===== src/ple_pkg.sv =====
// Shared constants and codes of the positional list engine.
`default_nettype none
package ple_pkg;

  localparam int CAPACITY_DEF = 32;

  localparam int DATA_W  = 32;
  localparam int POS_W   = 8;
  localparam int ACT_W   = 2;
  localparam int ST_W    = 2;
  localparam int COUNT_W = 6;

  localparam logic [ACT_W-1:0] ACT_INSERT   = 2'd0;
  localparam logic [ACT_W-1:0] ACT_DELETE   = 2'd1;
  localparam logic [ACT_W-1:0] ACT_SORT     = 2'd2;
  localparam logic [ACT_W-1:0] ACT_READ_ALL = 2'd3;

  localparam logic [ST_W-1:0] ST_OK     = 2'd0;
  localparam logic [ST_W-1:0] ST_BADPOS = 2'd1;
  localparam logic [ST_W-1:0] ST_FULL   = 2'd2;
  localparam logic [ST_W-1:0] ST_EMPTY  = 2'd3;

endpackage
`default_nettype wire


===== src/ple_ram.sv =====
// Generic single write port, single read port RAM with registered read data.
`default_nettype none
module ple_ram #(
  parameter int WIDTH = 32,
  parameter int DEPTH = 32,
  localparam int AW = (DEPTH > 1) ? $clog2(DEPTH) : 1
) (
  input  wire logic             clk_i,
  input  wire logic             we_i,
  input  wire logic [AW-1:0]    waddr_i,
  input  wire logic [WIDTH-1:0] wdata_i,
  input  wire logic             re_i,
  input  wire logic [AW-1:0]    raddr_i,
  output logic      [WIDTH-1:0] rdata_o
);

  logic [WIDTH-1:0] mem_q [DEPTH];

  always_ff @(posedge clk_i) begin
    if (we_i) begin
      mem_q[waddr_i] <= wdata_i;
    end
    if (re_i) begin
      rdata_o <= mem_q[raddr_i];
    end
  end

endmodule
`default_nettype wire


===== src/positional_list_engine_unit.sv =====
// Positional list engine: ordered list of signed words with insert, delete, sort and read-out.
//
// The list lives in one RAM with a single write port and a single registered read port,
// and a small sequencer walks it; the RAM port sets all timings, and the block takes no
// new beat until the current action is finished. Insert at position p moves each entry
// from the end down to p back by one slot, a read and then a write each, and then writes
// the new item; delete at position p reads that entry, then moves each later entry forward
// by one slot, a read and then a write each; sort compares each entry with every later
// one, and read-all reads the entries in order and loads a result beat for each. Errors,
// the empty cases and a sort of fewer than two entries go straight to the result. A result
// beat waits while the result register still holds a stalled beat, and the next input beat
// is taken in the cycle after the final result beat is loaded. A finished result sits in an
// output register, so the next input beat is taken while that result is still stalled.
// Out-of-range positions report bad position, an insert into a full list reports full, and
// entry_count carries the low six bits of the count after the action.
`default_nettype none
module positional_list_engine_unit #(
  parameter int CAPACITY = ple_pkg::CAPACITY_DEF
) (
  input  wire logic                             clk_i,
  input  wire logic                             rst_ni,
  input  wire logic                             in_valid_i,
  output logic                                  in_stall_o,
  input  wire logic [ple_pkg::ACT_W-1:0]        action_i,
  input  wire logic [ple_pkg::POS_W-1:0]        position_i,
  input  wire logic signed [ple_pkg::DATA_W-1:0] item_value_i,
  output logic                                  out_valid_o,
  input  wire logic                             out_stall_i,
  output logic [ple_pkg::ST_W-1:0]              status_o,
  output logic signed [ple_pkg::DATA_W-1:0]     out_value_o,
  output logic [ple_pkg::COUNT_W-1:0]           entry_count_o,
  output logic                                  last_o
);

  localparam int IDX_W = (CAPACITY > 1) ? $clog2(CAPACITY) : 1;
  localparam int CNT_W = $clog2(CAPACITY + 1);
  localparam int CMP_W = ((CNT_W > ple_pkg::POS_W) ? CNT_W : ple_pkg::POS_W) + 1;
  localparam int DW    = ple_pkg::DATA_W;

  localparam logic [3:0] S_IDLE    = 4'd0;
  localparam logic [3:0] S_EMIT    = 4'd1;
  localparam logic [3:0] S_INS_RD  = 4'd2;
  localparam logic [3:0] S_INS_WR  = 4'd3;
  localparam logic [3:0] S_INS_NEW = 4'd4;
  localparam logic [3:0] S_DEL_GET = 4'd5;
  localparam logic [3:0] S_DEL_CAP = 4'd6;
  localparam logic [3:0] S_DEL_RD  = 4'd7;
  localparam logic [3:0] S_DEL_WR  = 4'd8;
  localparam logic [3:0] S_SRT_RI  = 4'd9;
  localparam logic [3:0] S_SRT_CI  = 4'd10;
  localparam logic [3:0] S_SRT_RJ  = 4'd11;
  localparam logic [3:0] S_SRT_CJ  = 4'd12;
  localparam logic [3:0] S_SRT_WI  = 4'd13;
  localparam logic [3:0] S_RD_RD   = 4'd14;
  localparam logic [3:0] S_RD_EM   = 4'd15;

  logic [3:0]             state_q, state_d;
  logic [CNT_W-1:0]       count_q, count_d;
  logic [CNT_W-1:0]       i_q, i_d;
  logic [CNT_W-1:0]       j_q, j_d;
  logic [IDX_W-1:0]       tgt_q, tgt_d;
  logic [DW-1:0]          val_q, val_d;
  logic [DW-1:0]          cur_q, cur_d;
  logic [ple_pkg::ST_W-1:0] st_q, st_d;
  logic [DW-1:0]          ov_q, ov_d;

  logic                   ram_we, ram_re;
  logic [IDX_W-1:0]       ram_waddr, ram_raddr;
  logic [DW-1:0]          ram_wdata, ram_rdata;

  logic                   emit_go, emit_last;
  logic [ple_pkg::ST_W-1:0] emit_st;
  logic [DW-1:0]          emit_val;

  logic                   out_valid_q;
  logic [ple_pkg::ST_W-1:0] status_q;
  logic [DW-1:0]          value_q;
  logic [ple_pkg::COUNT_W-1:0] cnt_out_q;
  logic                   last_q;
  logic                   out_free;

  logic [CMP_W-1:0]       pos_w, cnt_w, i_w, j_w;

  assign pos_w    = CMP_W'(position_i);
  assign cnt_w    = CMP_W'(count_q);
  assign i_w      = CMP_W'(i_q);
  assign j_w      = CMP_W'(j_q);
  assign out_free = !out_valid_q || !out_stall_i;

  ple_ram #(
    .WIDTH (DW),
    .DEPTH (CAPACITY)
  ) u_store (
    .clk_i   (clk_i),
    .we_i    (ram_we),
    .waddr_i (ram_waddr),
    .wdata_i (ram_wdata),
    .re_i    (ram_re),
    .raddr_i (ram_raddr),
    .rdata_o (ram_rdata)
  );

  always_comb begin
    state_d   = state_q;
    count_d   = count_q;
    i_d       = i_q;
    j_d       = j_q;
    tgt_d     = tgt_q;
    val_d     = val_q;
    cur_d     = cur_q;
    st_d      = st_q;
    ov_d      = ov_q;
    ram_we    = 1'b0;
    ram_waddr = '0;
    ram_wdata = '0;
    ram_re    = 1'b0;
    ram_raddr = '0;
    emit_go   = 1'b0;
    emit_st   = st_q;
    emit_val  = ov_q;
    emit_last = 1'b1;

    case (state_q)
      S_IDLE: begin
        if (in_valid_i) begin
          ov_d  = '0;
          st_d  = ple_pkg::ST_OK;
          val_d = item_value_i;
          case (action_i)
            ple_pkg::ACT_INSERT: begin
              if (pos_w == '0 || pos_w > cnt_w + 1'b1) begin
                st_d    = ple_pkg::ST_BADPOS;
                state_d = S_EMIT;
              end else if (cnt_w == CMP_W'(CAPACITY)) begin
                st_d    = ple_pkg::ST_FULL;
                state_d = S_EMIT;
              end else begin
                tgt_d = IDX_W'(pos_w - 1'b1);
                i_d   = count_q;
                // Entries at and after the target slot move back by one first.
                if (cnt_w > pos_w - 1'b1) begin
                  state_d = S_INS_RD;
                end else begin
                  state_d = S_INS_NEW;
                end
              end
            end
            ple_pkg::ACT_DELETE: begin
              if (count_q == '0) begin
                st_d    = ple_pkg::ST_EMPTY;
                state_d = S_EMIT;
              end else if (pos_w == '0 || pos_w > cnt_w) begin
                st_d    = ple_pkg::ST_BADPOS;
                state_d = S_EMIT;
              end else begin
                i_d     = CNT_W'(pos_w - 1'b1);
                state_d = S_DEL_GET;
              end
            end
            ple_pkg::ACT_SORT: begin
              i_d = '0;
              if (cnt_w > CMP_W'(1)) begin
                state_d = S_SRT_RI;
              end else begin
                state_d = S_EMIT;
              end
            end
            default: begin
              i_d = '0;
              if (count_q == '0) begin
                st_d    = ple_pkg::ST_EMPTY;
                state_d = S_EMIT;
              end else begin
                state_d = S_RD_RD;
              end
            end
          endcase
        end
      end

      S_EMIT: begin
        emit_go = out_free;
        if (out_free) begin
          state_d = S_IDLE;
        end
      end

      S_INS_RD: begin
        ram_re    = 1'b1;
        ram_raddr = IDX_W'(i_q - 1'b1);
        state_d   = S_INS_WR;
      end

      S_INS_WR: begin
        ram_we    = 1'b1;
        ram_waddr = IDX_W'(i_q);
        ram_wdata = ram_rdata;
        i_d       = i_q - 1'b1;
        if (i_w - 1'b1 > CMP_W'(tgt_q)) begin
          state_d = S_INS_RD;
        end else begin
          state_d = S_INS_NEW;
        end
      end

      S_INS_NEW: begin
        ram_we    = 1'b1;
        ram_waddr = tgt_q;
        ram_wdata = val_q;
        count_d   = count_q + 1'b1;
        state_d   = S_EMIT;
      end

      S_DEL_GET: begin
        ram_re    = 1'b1;
        ram_raddr = IDX_W'(i_q);
        state_d   = S_DEL_CAP;
      end

      S_DEL_CAP: begin
        ov_d = ram_rdata;
        if (i_w + 1'b1 < cnt_w) begin
          state_d = S_DEL_RD;
        end else begin
          count_d = count_q - 1'b1;
          state_d = S_EMIT;
        end
      end

      S_DEL_RD: begin
        ram_re    = 1'b1;
        ram_raddr = IDX_W'(i_q + 1'b1);
        state_d   = S_DEL_WR;
      end

      S_DEL_WR: begin
        ram_we    = 1'b1;
        ram_waddr = IDX_W'(i_q);
        ram_wdata = ram_rdata;
        i_d       = i_q + 1'b1;
        if (i_w + 2'd2 < cnt_w) begin
          state_d = S_DEL_RD;
        end else begin
          count_d = count_q - 1'b1;
          state_d = S_EMIT;
        end
      end

      // Exchange sort: cur_q carries entry i while every later entry is compared against it.
      S_SRT_RI: begin
        ram_re    = 1'b1;
        ram_raddr = IDX_W'(i_q);
        state_d   = S_SRT_CI;
      end

      S_SRT_CI: begin
        cur_d   = ram_rdata;
        j_d     = i_q + 1'b1;
        state_d = S_SRT_RJ;
      end

      S_SRT_RJ: begin
        ram_re    = 1'b1;
        ram_raddr = IDX_W'(j_q);
        state_d   = S_SRT_CJ;
      end

      S_SRT_CJ: begin
        if ($signed(cur_q) > $signed(ram_rdata)) begin
          ram_we    = 1'b1;
          ram_waddr = IDX_W'(j_q);
          ram_wdata = cur_q;
          cur_d     = ram_rdata;
        end
        j_d = j_q + 1'b1;
        if (j_w + 1'b1 < cnt_w) begin
          state_d = S_SRT_RJ;
        end else begin
          state_d = S_SRT_WI;
        end
      end

      S_SRT_WI: begin
        ram_we    = 1'b1;
        ram_waddr = IDX_W'(i_q);
        ram_wdata = cur_q;
        i_d       = i_q + 1'b1;
        if (i_w + 2'd2 < cnt_w) begin
          state_d = S_SRT_RI;
        end else begin
          state_d = S_EMIT;
        end
      end

      S_RD_RD: begin
        ram_re    = 1'b1;
        ram_raddr = IDX_W'(i_q);
        state_d   = S_RD_EM;
      end

      S_RD_EM: begin
        // The read data register holds its entry until the beat is taken.
        emit_go   = out_free;
        emit_st   = ple_pkg::ST_OK;
        emit_val  = ram_rdata;
        emit_last = (i_w + 1'b1 == cnt_w);
        if (out_free) begin
          if (emit_last) begin
            state_d = S_IDLE;
          end else begin
            i_d     = i_q + 1'b1;
            state_d = S_RD_RD;
          end
        end
      end

      default: begin
        state_d = S_IDLE;
      end
    endcase
  end

  always_ff @(posedge clk_i or negedge rst_ni) begin
    if (!rst_ni) begin
      state_q     <= S_IDLE;
      count_q     <= '0;
      out_valid_q <= 1'b0;
    end else begin
      state_q <= state_d;
      count_q <= count_d;
      if (emit_go) begin
        out_valid_q <= 1'b1;
      end else if (!out_stall_i) begin
        out_valid_q <= 1'b0;
      end
    end
  end

  always_ff @(posedge clk_i) begin
    i_q   <= i_d;
    j_q   <= j_d;
    tgt_q <= tgt_d;
    val_q <= val_d;
    cur_q <= cur_d;
    st_q  <= st_d;
    ov_q  <= ov_d;
    if (emit_go) begin
      status_q  <= emit_st;
      value_q   <= emit_val;
      cnt_out_q <= ple_pkg::COUNT_W'(count_q);
      last_q    <= emit_last;
    end
  end

  assign in_stall_o    = (state_q != S_IDLE);
  assign out_valid_o   = out_valid_q;
  assign status_o      = status_q;
  assign out_value_o   = value_q;
  assign entry_count_o = cnt_out_q;
  assign last_o        = last_q;

endmodule
`default_nettype wire

===== config.mk =====
export PLATFORM = sky130hd
export DESIGN_NAME = positional_list_engine_unit
export DESIGN_NICKNAME = d
export VERILOG_FILES = /design/src/ple_pkg.sv /design/src/ple_ram.sv /design/src/positional_list_engine_unit.sv
export SDC_FILE = /design/constraint.sdc
export NUM_CORES = 2
export LEC_CHECK = 0
export ABC_AREA = 1
export BUFFER_PORTS_ARGS = -buffer_cell sky130_fd_sc_hd__buf_2
export CORE_UTILIZATION = 25
export CTS_CLUSTER_SIZE = 30
export DETAILED_ROUTE_END_ITERATION = 12
export PLACE_DENSITY = 0.42
export SLEW_MARGIN = 20
export SYNTH_ARGS = -nofsm -noshare
export SYNTH_HDL_FRONTEND = slang
export SYNTH_HIERARCHICAL = 1
export SYNTH_SLANG_ARGS = --single-unit

===== constraint.sdc =====
create_clock -name clk_i -period 5.08 [get_ports clk_i]
set_clock_uncertainty 0.15 [all_clocks]
set_input_delay 1.016 -clock clk_i [delete_from_list [all_inputs] [get_ports clk_i]]
set_output_delay 1.016 -clock clk_i [all_outputs]
set_load 0.05 [all_outputs]

[Word-level counts from Yosys, hierarchy flattened]
Memories as Yosys holds them, arrays and structs flattened. A register that Yosys moved wholly into a read port is not among the register bits.
Cells that the tools add are included.
W data, S select, Z words.
Word-level totals
  bits in registers: 167
  RAM bits: 1024
  input bits: 46
  output and inout bits: 43
  logic and storage cells: 151
  memories kept: 1
Cells by class
  add/subtract/negate cells: 11
  $lt $le $gt $ge: 9
  equality and inequality tests: 31
  mux-type cells: 55
  bitwise operators: 2
  reduce and logical (&&, ||, !) cells: 28
Memories
  u_store.mem_q: words 32, width 32, rd ports 1, clocked after memory_dff 1, write ports 1, RTL line ple_ram.sv:17  | logic [WIDTH-1:0] mem_q [DEPTH];
Operators by type and width (count)
  $mux W32: 4
  $pmux W32 S2: 2
  $pmux W32 S4: 1
  $pmux W4 S16: 1
  $mux W6: 9
  $eq A4 B4 Y1 const B: 8
  $gt A32 B32 Y1: 1
  $mux W4: 7
  $mux W3: 9
  $pmux W6 S2: 2
  $pmux W6 S4: 1
  $add A6 B1 Y7 const B: 3
  $pmux W5 S4: 1
  $add A6 B1 Y6 const B: 3
  $pmux W6 S3: 1
  $eq A4 B3 Y1 const B: 4
  $pmux W5 S3: 1
  $lt A7 B6 Y1: 2
  $ne A2 B2 Y1 const B: 7
  $ne A3 B3 Y1 const B: 4
  $pmux W4 S3: 1
  $sub A6 B1 Y6 const B: 2
  $gt A6 B9 Y1: 1
  $gt A9 B5 Y1: 1
  37 further kinds: 60

[Longest topological paths before layout]
  depth in word-level cells: 8
  gate-level depth with buffers: 19

[By module]
Netlist, hierarchy kept.
Modules (own cells, without submodules)
  ple_ram: instances 1, cells an instance 3536, area an instance 42726.0 µm², seq. area each 31710.4 µm²
  positional_list_engine_unit: instances 1, cells an instance 1046, area an instance 9773.1 µm², seq. area each 4959.8 µm²

[Worst setup path after synthesis]
Ideal clock, no wire load.
  path type: flip-flop to flip-flop
  from: register state_q[3]
  to: register ov_q[0] (enable)
  library setup time: 0.389 ns
  arrival time: 3.531 ns
  required time: 4.541 ns
  slack: 1.009 ns
  stages on the path, launching flop included: 8
  path buffers: 0
  period minus slack after synthesis: 4.071 ns
  cells stage by stage: dfrtp_1 -> nor2_1 -> inv_1 -> nor2_1 -> inv_1 -> nor2_1 -> inv_1 -> nand2_1
On the way
  longest elaborated chain between the ends: 3
  elaborated cells on any way between the ends: 5
  those cells by class: eq/ne: 2; reduce/logical: 3
RTL lines
  start, declared: RTL line positional_list_engine_unit.sv:57  | logic [3:0] state_q, state_d;
  start signal, assigned: RTL line positional_list_engine_unit.sv:329  | state_q <= state_d;
  $eq A4 B3 Y1 / $logic_not A4 Y1 (equally long branches): RTL line positional_list_engine_unit.sv:123  | case (state_q)
  $reduce_bool A2 Y1 (no source line) / $ne A2 B2 Y1 (equally long branches)
  $reduce_and A2 Y1 (no source line) (*)
  end signal, assigned: RTL line positional_list_engine_unit.sv:346  | ov_q <= ov_d;
  end, declared: RTL line positional_list_engine_unit.sv:65  | logic [DW-1:0] ov_q, ov_d;
Mark *: on every way between the ends. The rest lies on a longest branch, timed or not.
A chain may end at the register's enable or synchronous reset.

[Worst setup path in the final report]
  from: register i_q[0]
  to: register u_store.rdata_o[29] (read register of u_store.mem_q), data pin
On the way
  longest elaborated chain between the ends: 2
  elaborated cells on any way between the ends: 3
  those cells by class: add/sub: 2; mux: 1
RTL lines
  start, declared: RTL line positional_list_engine_unit.sv:59  | logic [CNT_W-1:0] i_q, i_d;
  start signal, assigned: RTL line positional_list_engine_unit.sv:340  | i_q <= i_d;
  $add A6 B1 Y6 / $sub A6 B1 Y6 (equally long branches)
  $pmux W5 S4 (*): RTL line positional_list_engine_unit.sv:123
  via ram_raddr[1]: RTL line positional_list_engine_unit.sv:68  | logic [IDX_W-1:0] ram_waddr, ram_raddr;
  end, declared: RTL line ple_ram.sv:14  | output logic [WIDTH-1:0] rdata_o
Mark *: on every way through the listed nets, which the timed path passes. The rest lies on a longest branch.

==> reports/results.tsv <==
metric	value	unit
1st-pass router iterations	5	
top-area cell type share of the netlist area	0.693	
half-perimeter wire length after detailed placement	99900	um
Buffers & Inverters on Critical Path	5	
core region area	0.208	sq mm
wire per inst	21.6	um
crit-path cells	inv_1, ha_1, inv_1, o21ai_0, o221ai_4, inv_8, buf_12, buf_4, nand3_1, nand3_1, nand2_1, nand2_1, nand2_1, nand2_1, nand2_1	
fraction of the cycle the final worst path needs	0.912	
Highest Clock Rate	216	MHz
Syn Std Cell Area	0.0525	sq mm
maximum number of pins on one net before global-route repair	152	
main combinational cell family by area after synthesis	simple AND/OR/NAND/NOR gates	
most common library cell in the layout ignoring fill and taps	sky130_fd_sc_hd__nand2_1	
total via count after detailed routing	34400	
unrepaired setup endpoints after global routing	false	
status	finished clean	
complex-gate fraction of the synthesized area	0.0205	
Vias per Instance	4.52	
transition time at the pin with the least slew margin	0.998	ns
Net Count, Synth	4713	
final net count	4865	
arrival time of the worst setup path	4.99	ns
fraction of layout cells with a size suffix above 1	0.108	
GP Congestion	0.823	
largest buffer count on any clock path	3	
initial drt markers	2942	
most frequent CP cell	sky130_fd_sc_hd__nand2_1	
post-synthesis sequential area ratio	0.698	
clk sink count	1223	
Clock Root Buffer	sky130_fd_sc_hd__clkbuf_16	
Initial Utilization	0.253	
sum of negative setup slack	0	ns
P&R area growth vs syn	17.1	%
max capacitance violation total	0	
clock network latency to the later pin of the worst-skew pair	0.79	ns
most frequent cells in the layout	sky130_fd_sc_hd__nand2_1, sky130_fd_sc_hd__edfxtp_1, sky130_fd_sc_hd__nand3_1, sky130_fd_sc_hd__clkbuf_16, sky130_fd_sc_hd__inv_1	
maximum net fanout on the critical path	52	
count of H-tree levels built during CTS	4	
initial antenna violation count	10	
number of global-route vias before repair	33400	
relative slew slack	0.335	
Ports	89	
Overall Global Routing Usage	0.155	
global-route layer with the greatest usage	met2	
Yosys top cell by area	sky130_fd_sc_hd__edfxtp_1	
row cnt	167	
final critical delay including setup and external delays	4.63	ns
leading register cell type out of synthesis	sky130_fd_sc_hd__edfxtp_1	
family with the most delay on the worst path	buffers and inverters	
number of enable-type register cells in the synthesized netlist	1212	
total of flip-flops plus latches after synthesis	1223	
Worst Setup Start Kind	register	
number of hold violations in the final report	0	
share of synthesized cell area in and, or, nand and nor gates	0.215	
instance count of the mapped netlist	4582	
count of different cell masters after synthesis	47	
total setup buffers inserted after CTS	0	
leading post-synthesis cells by cell area	sky130_fd_sc_hd__edfxtp_1, sky130_fd_sc_hd__nand2_1, sky130_fd_sc_hd__nand3_1, sky130_fd_sc_hd__ha_1, sky130_fd_sc_hd__buf_6	
final count of negative-setup-slack endpoints	0	
post-synthesis share of cell area spent on xor and xnor gates	0.00300	
residual DRC count	0	
path category of the worst min-delay check	in2reg	
met3 usage	0.0239	
post-route ant nets	0	
count of synthesis-stage warnings from yosys	6	
max-slew violation total from the final report	0	
total grt overflow	0	
critical path class	reg2reg	
proportion of synthesized area in mux cells	0.000191	
global-route wire length before repair	241000	um
final wirelength	165000	um
clock edge transition at the registers on the reported setup and hold paths	0.07	ns
Global Route met1 Usage	0.228	
total of cells resized after clock tree synthesis	0	
library cell contributing the largest single delay on the critical path	sky130_fd_sc_hd__inv_8	
width of the chip	460	um
TritonCTS clock tree	built	
number of I/O port buffers	88	
number of clock buffers inserted by TritonCTS	144	
average cell area after synthesis	11.5	sq um
endpoint required time on the critical path	5.44	ns
area of the die	0.212	sq mm
y dimension of the die	460	um
grt met2 use	0.231	
count of hold-fix buffers inserted at cts	1	
worst stage delay on the critical path	0.60	ns
adder-cell area share of the yosys netlist	0.0203	
CP endpoint kind	register	
asr flop ratio synth	0.00899	
[final cells by class]
| type | instances | area, sq um |
|---|---|---|
| fillers | 21300 | 146000 |
| well taps | 2788 | 3490 |
| clock buffers | 183 | 3800 |
| flip-flops and latches | 1223 | 36700 |
| clock inverters | 62 | 628 |
| diodes | 8 | 20.0 |
| inverters | 148 | 587 |
| multi-input cells | 2970 | 13900 |
| repair buffers | 247 | 2340 |
[synth_stat cells (all sizes together), types with 5 or more instances]
| library cell | number |
|---|---|
| a21oi | 40 |
| a22oi | 40 |
| buf | 208 |
| clkbuf | 33 |
| dfrtp | 11 |
| edfxtp | 1212 |
| ha | 85 |
| inv | 147 |
| nand2 | 1691 |
| nand3 | 820 |
| nand4 | 13 |
| nor2 | 149 |
| nor3 | 7 |
| o21ai | 72 |
| o221ai | 5 |
| o22ai | 7 |
| xor2 | 16 |
[state kept, by name (all words and copies together), names as in the netlist]
name	count
u_store/mem_q	1024
cur_q	32
out_value_o	32
ov_q	32
u_store/rdata_o	32
val_q	32
count_q	6
entry_count_o	6
i_q	6
j_q	6
tgt_q	5
state_q	4
st_q	2
status_o	2
last_o	1
out_valid_o	1
[worst paths after layout]
kind	cells after the start	slack (ns)	start	end
worst min register to register	0	0.31	u_store/rdata_o[13]	cur_q[13]
max in group asynchronous	2	4.09	rst_ni	count_q[3]
worst max register to register	15	0.45	i_q[0]	u_store/rdata_o[29]
worst min-delay path	1	0.25	item_value_i[6]	val_q[6]
worst max-delay path	15	0.45	i_q[0]	u_store/rdata_o[29]
min in group asynchronous	2	0.48	rst_ni	count_q[4]
[cells by family (layout without fill, tap and decap cells)]
family / after synthesis / count (layout)
simple gates: 2686 / 2686
flops: 1223 / 1223
buf+inv: 389 / 640
compound gates: 180 / 180
fa+ha+maj: 85 / 85
xor+xnor: 18 / 18
mux: 1 / 1
other cells: 0 / 8
[per-layer routing]
layer  share of wire  routed length [um]  vias up
li1                -                   -    16300
met1            0.49               80600    17200
met2            0.44               72800      794
met3           0.049                8130      171
met4           0.020                3240        0
met5               0                   0        -
[stage by stage]
| step | instance area [sq um] | setup WS (ns) | hold WS [ns] | util | std cells |
|---|---|---|---|---|---|
| after global routing | 61500 | 0.135 | 0.203 | 0.296 | 7628 |
| after global placement | 57000 | 0.538 | 0.312 | 0.274 | 7373 |
| final | 61500 | 0.445 | 0.253 | 0.296 | 7629 |
| after CTS | 61500 | 0.430 | 0.177 | 0.296 | 7621 |
| after floorplan | 52500 | 1.01 | 0.301 | - | 4582 |
| after detailed placement | 57000 | 0.454 | 0.316 | 0.274 | 7375 |
Power is left out: the tool's default activity adds up to more than one toggle a clock period on the data nets, which glitch-free logic cannot reach.
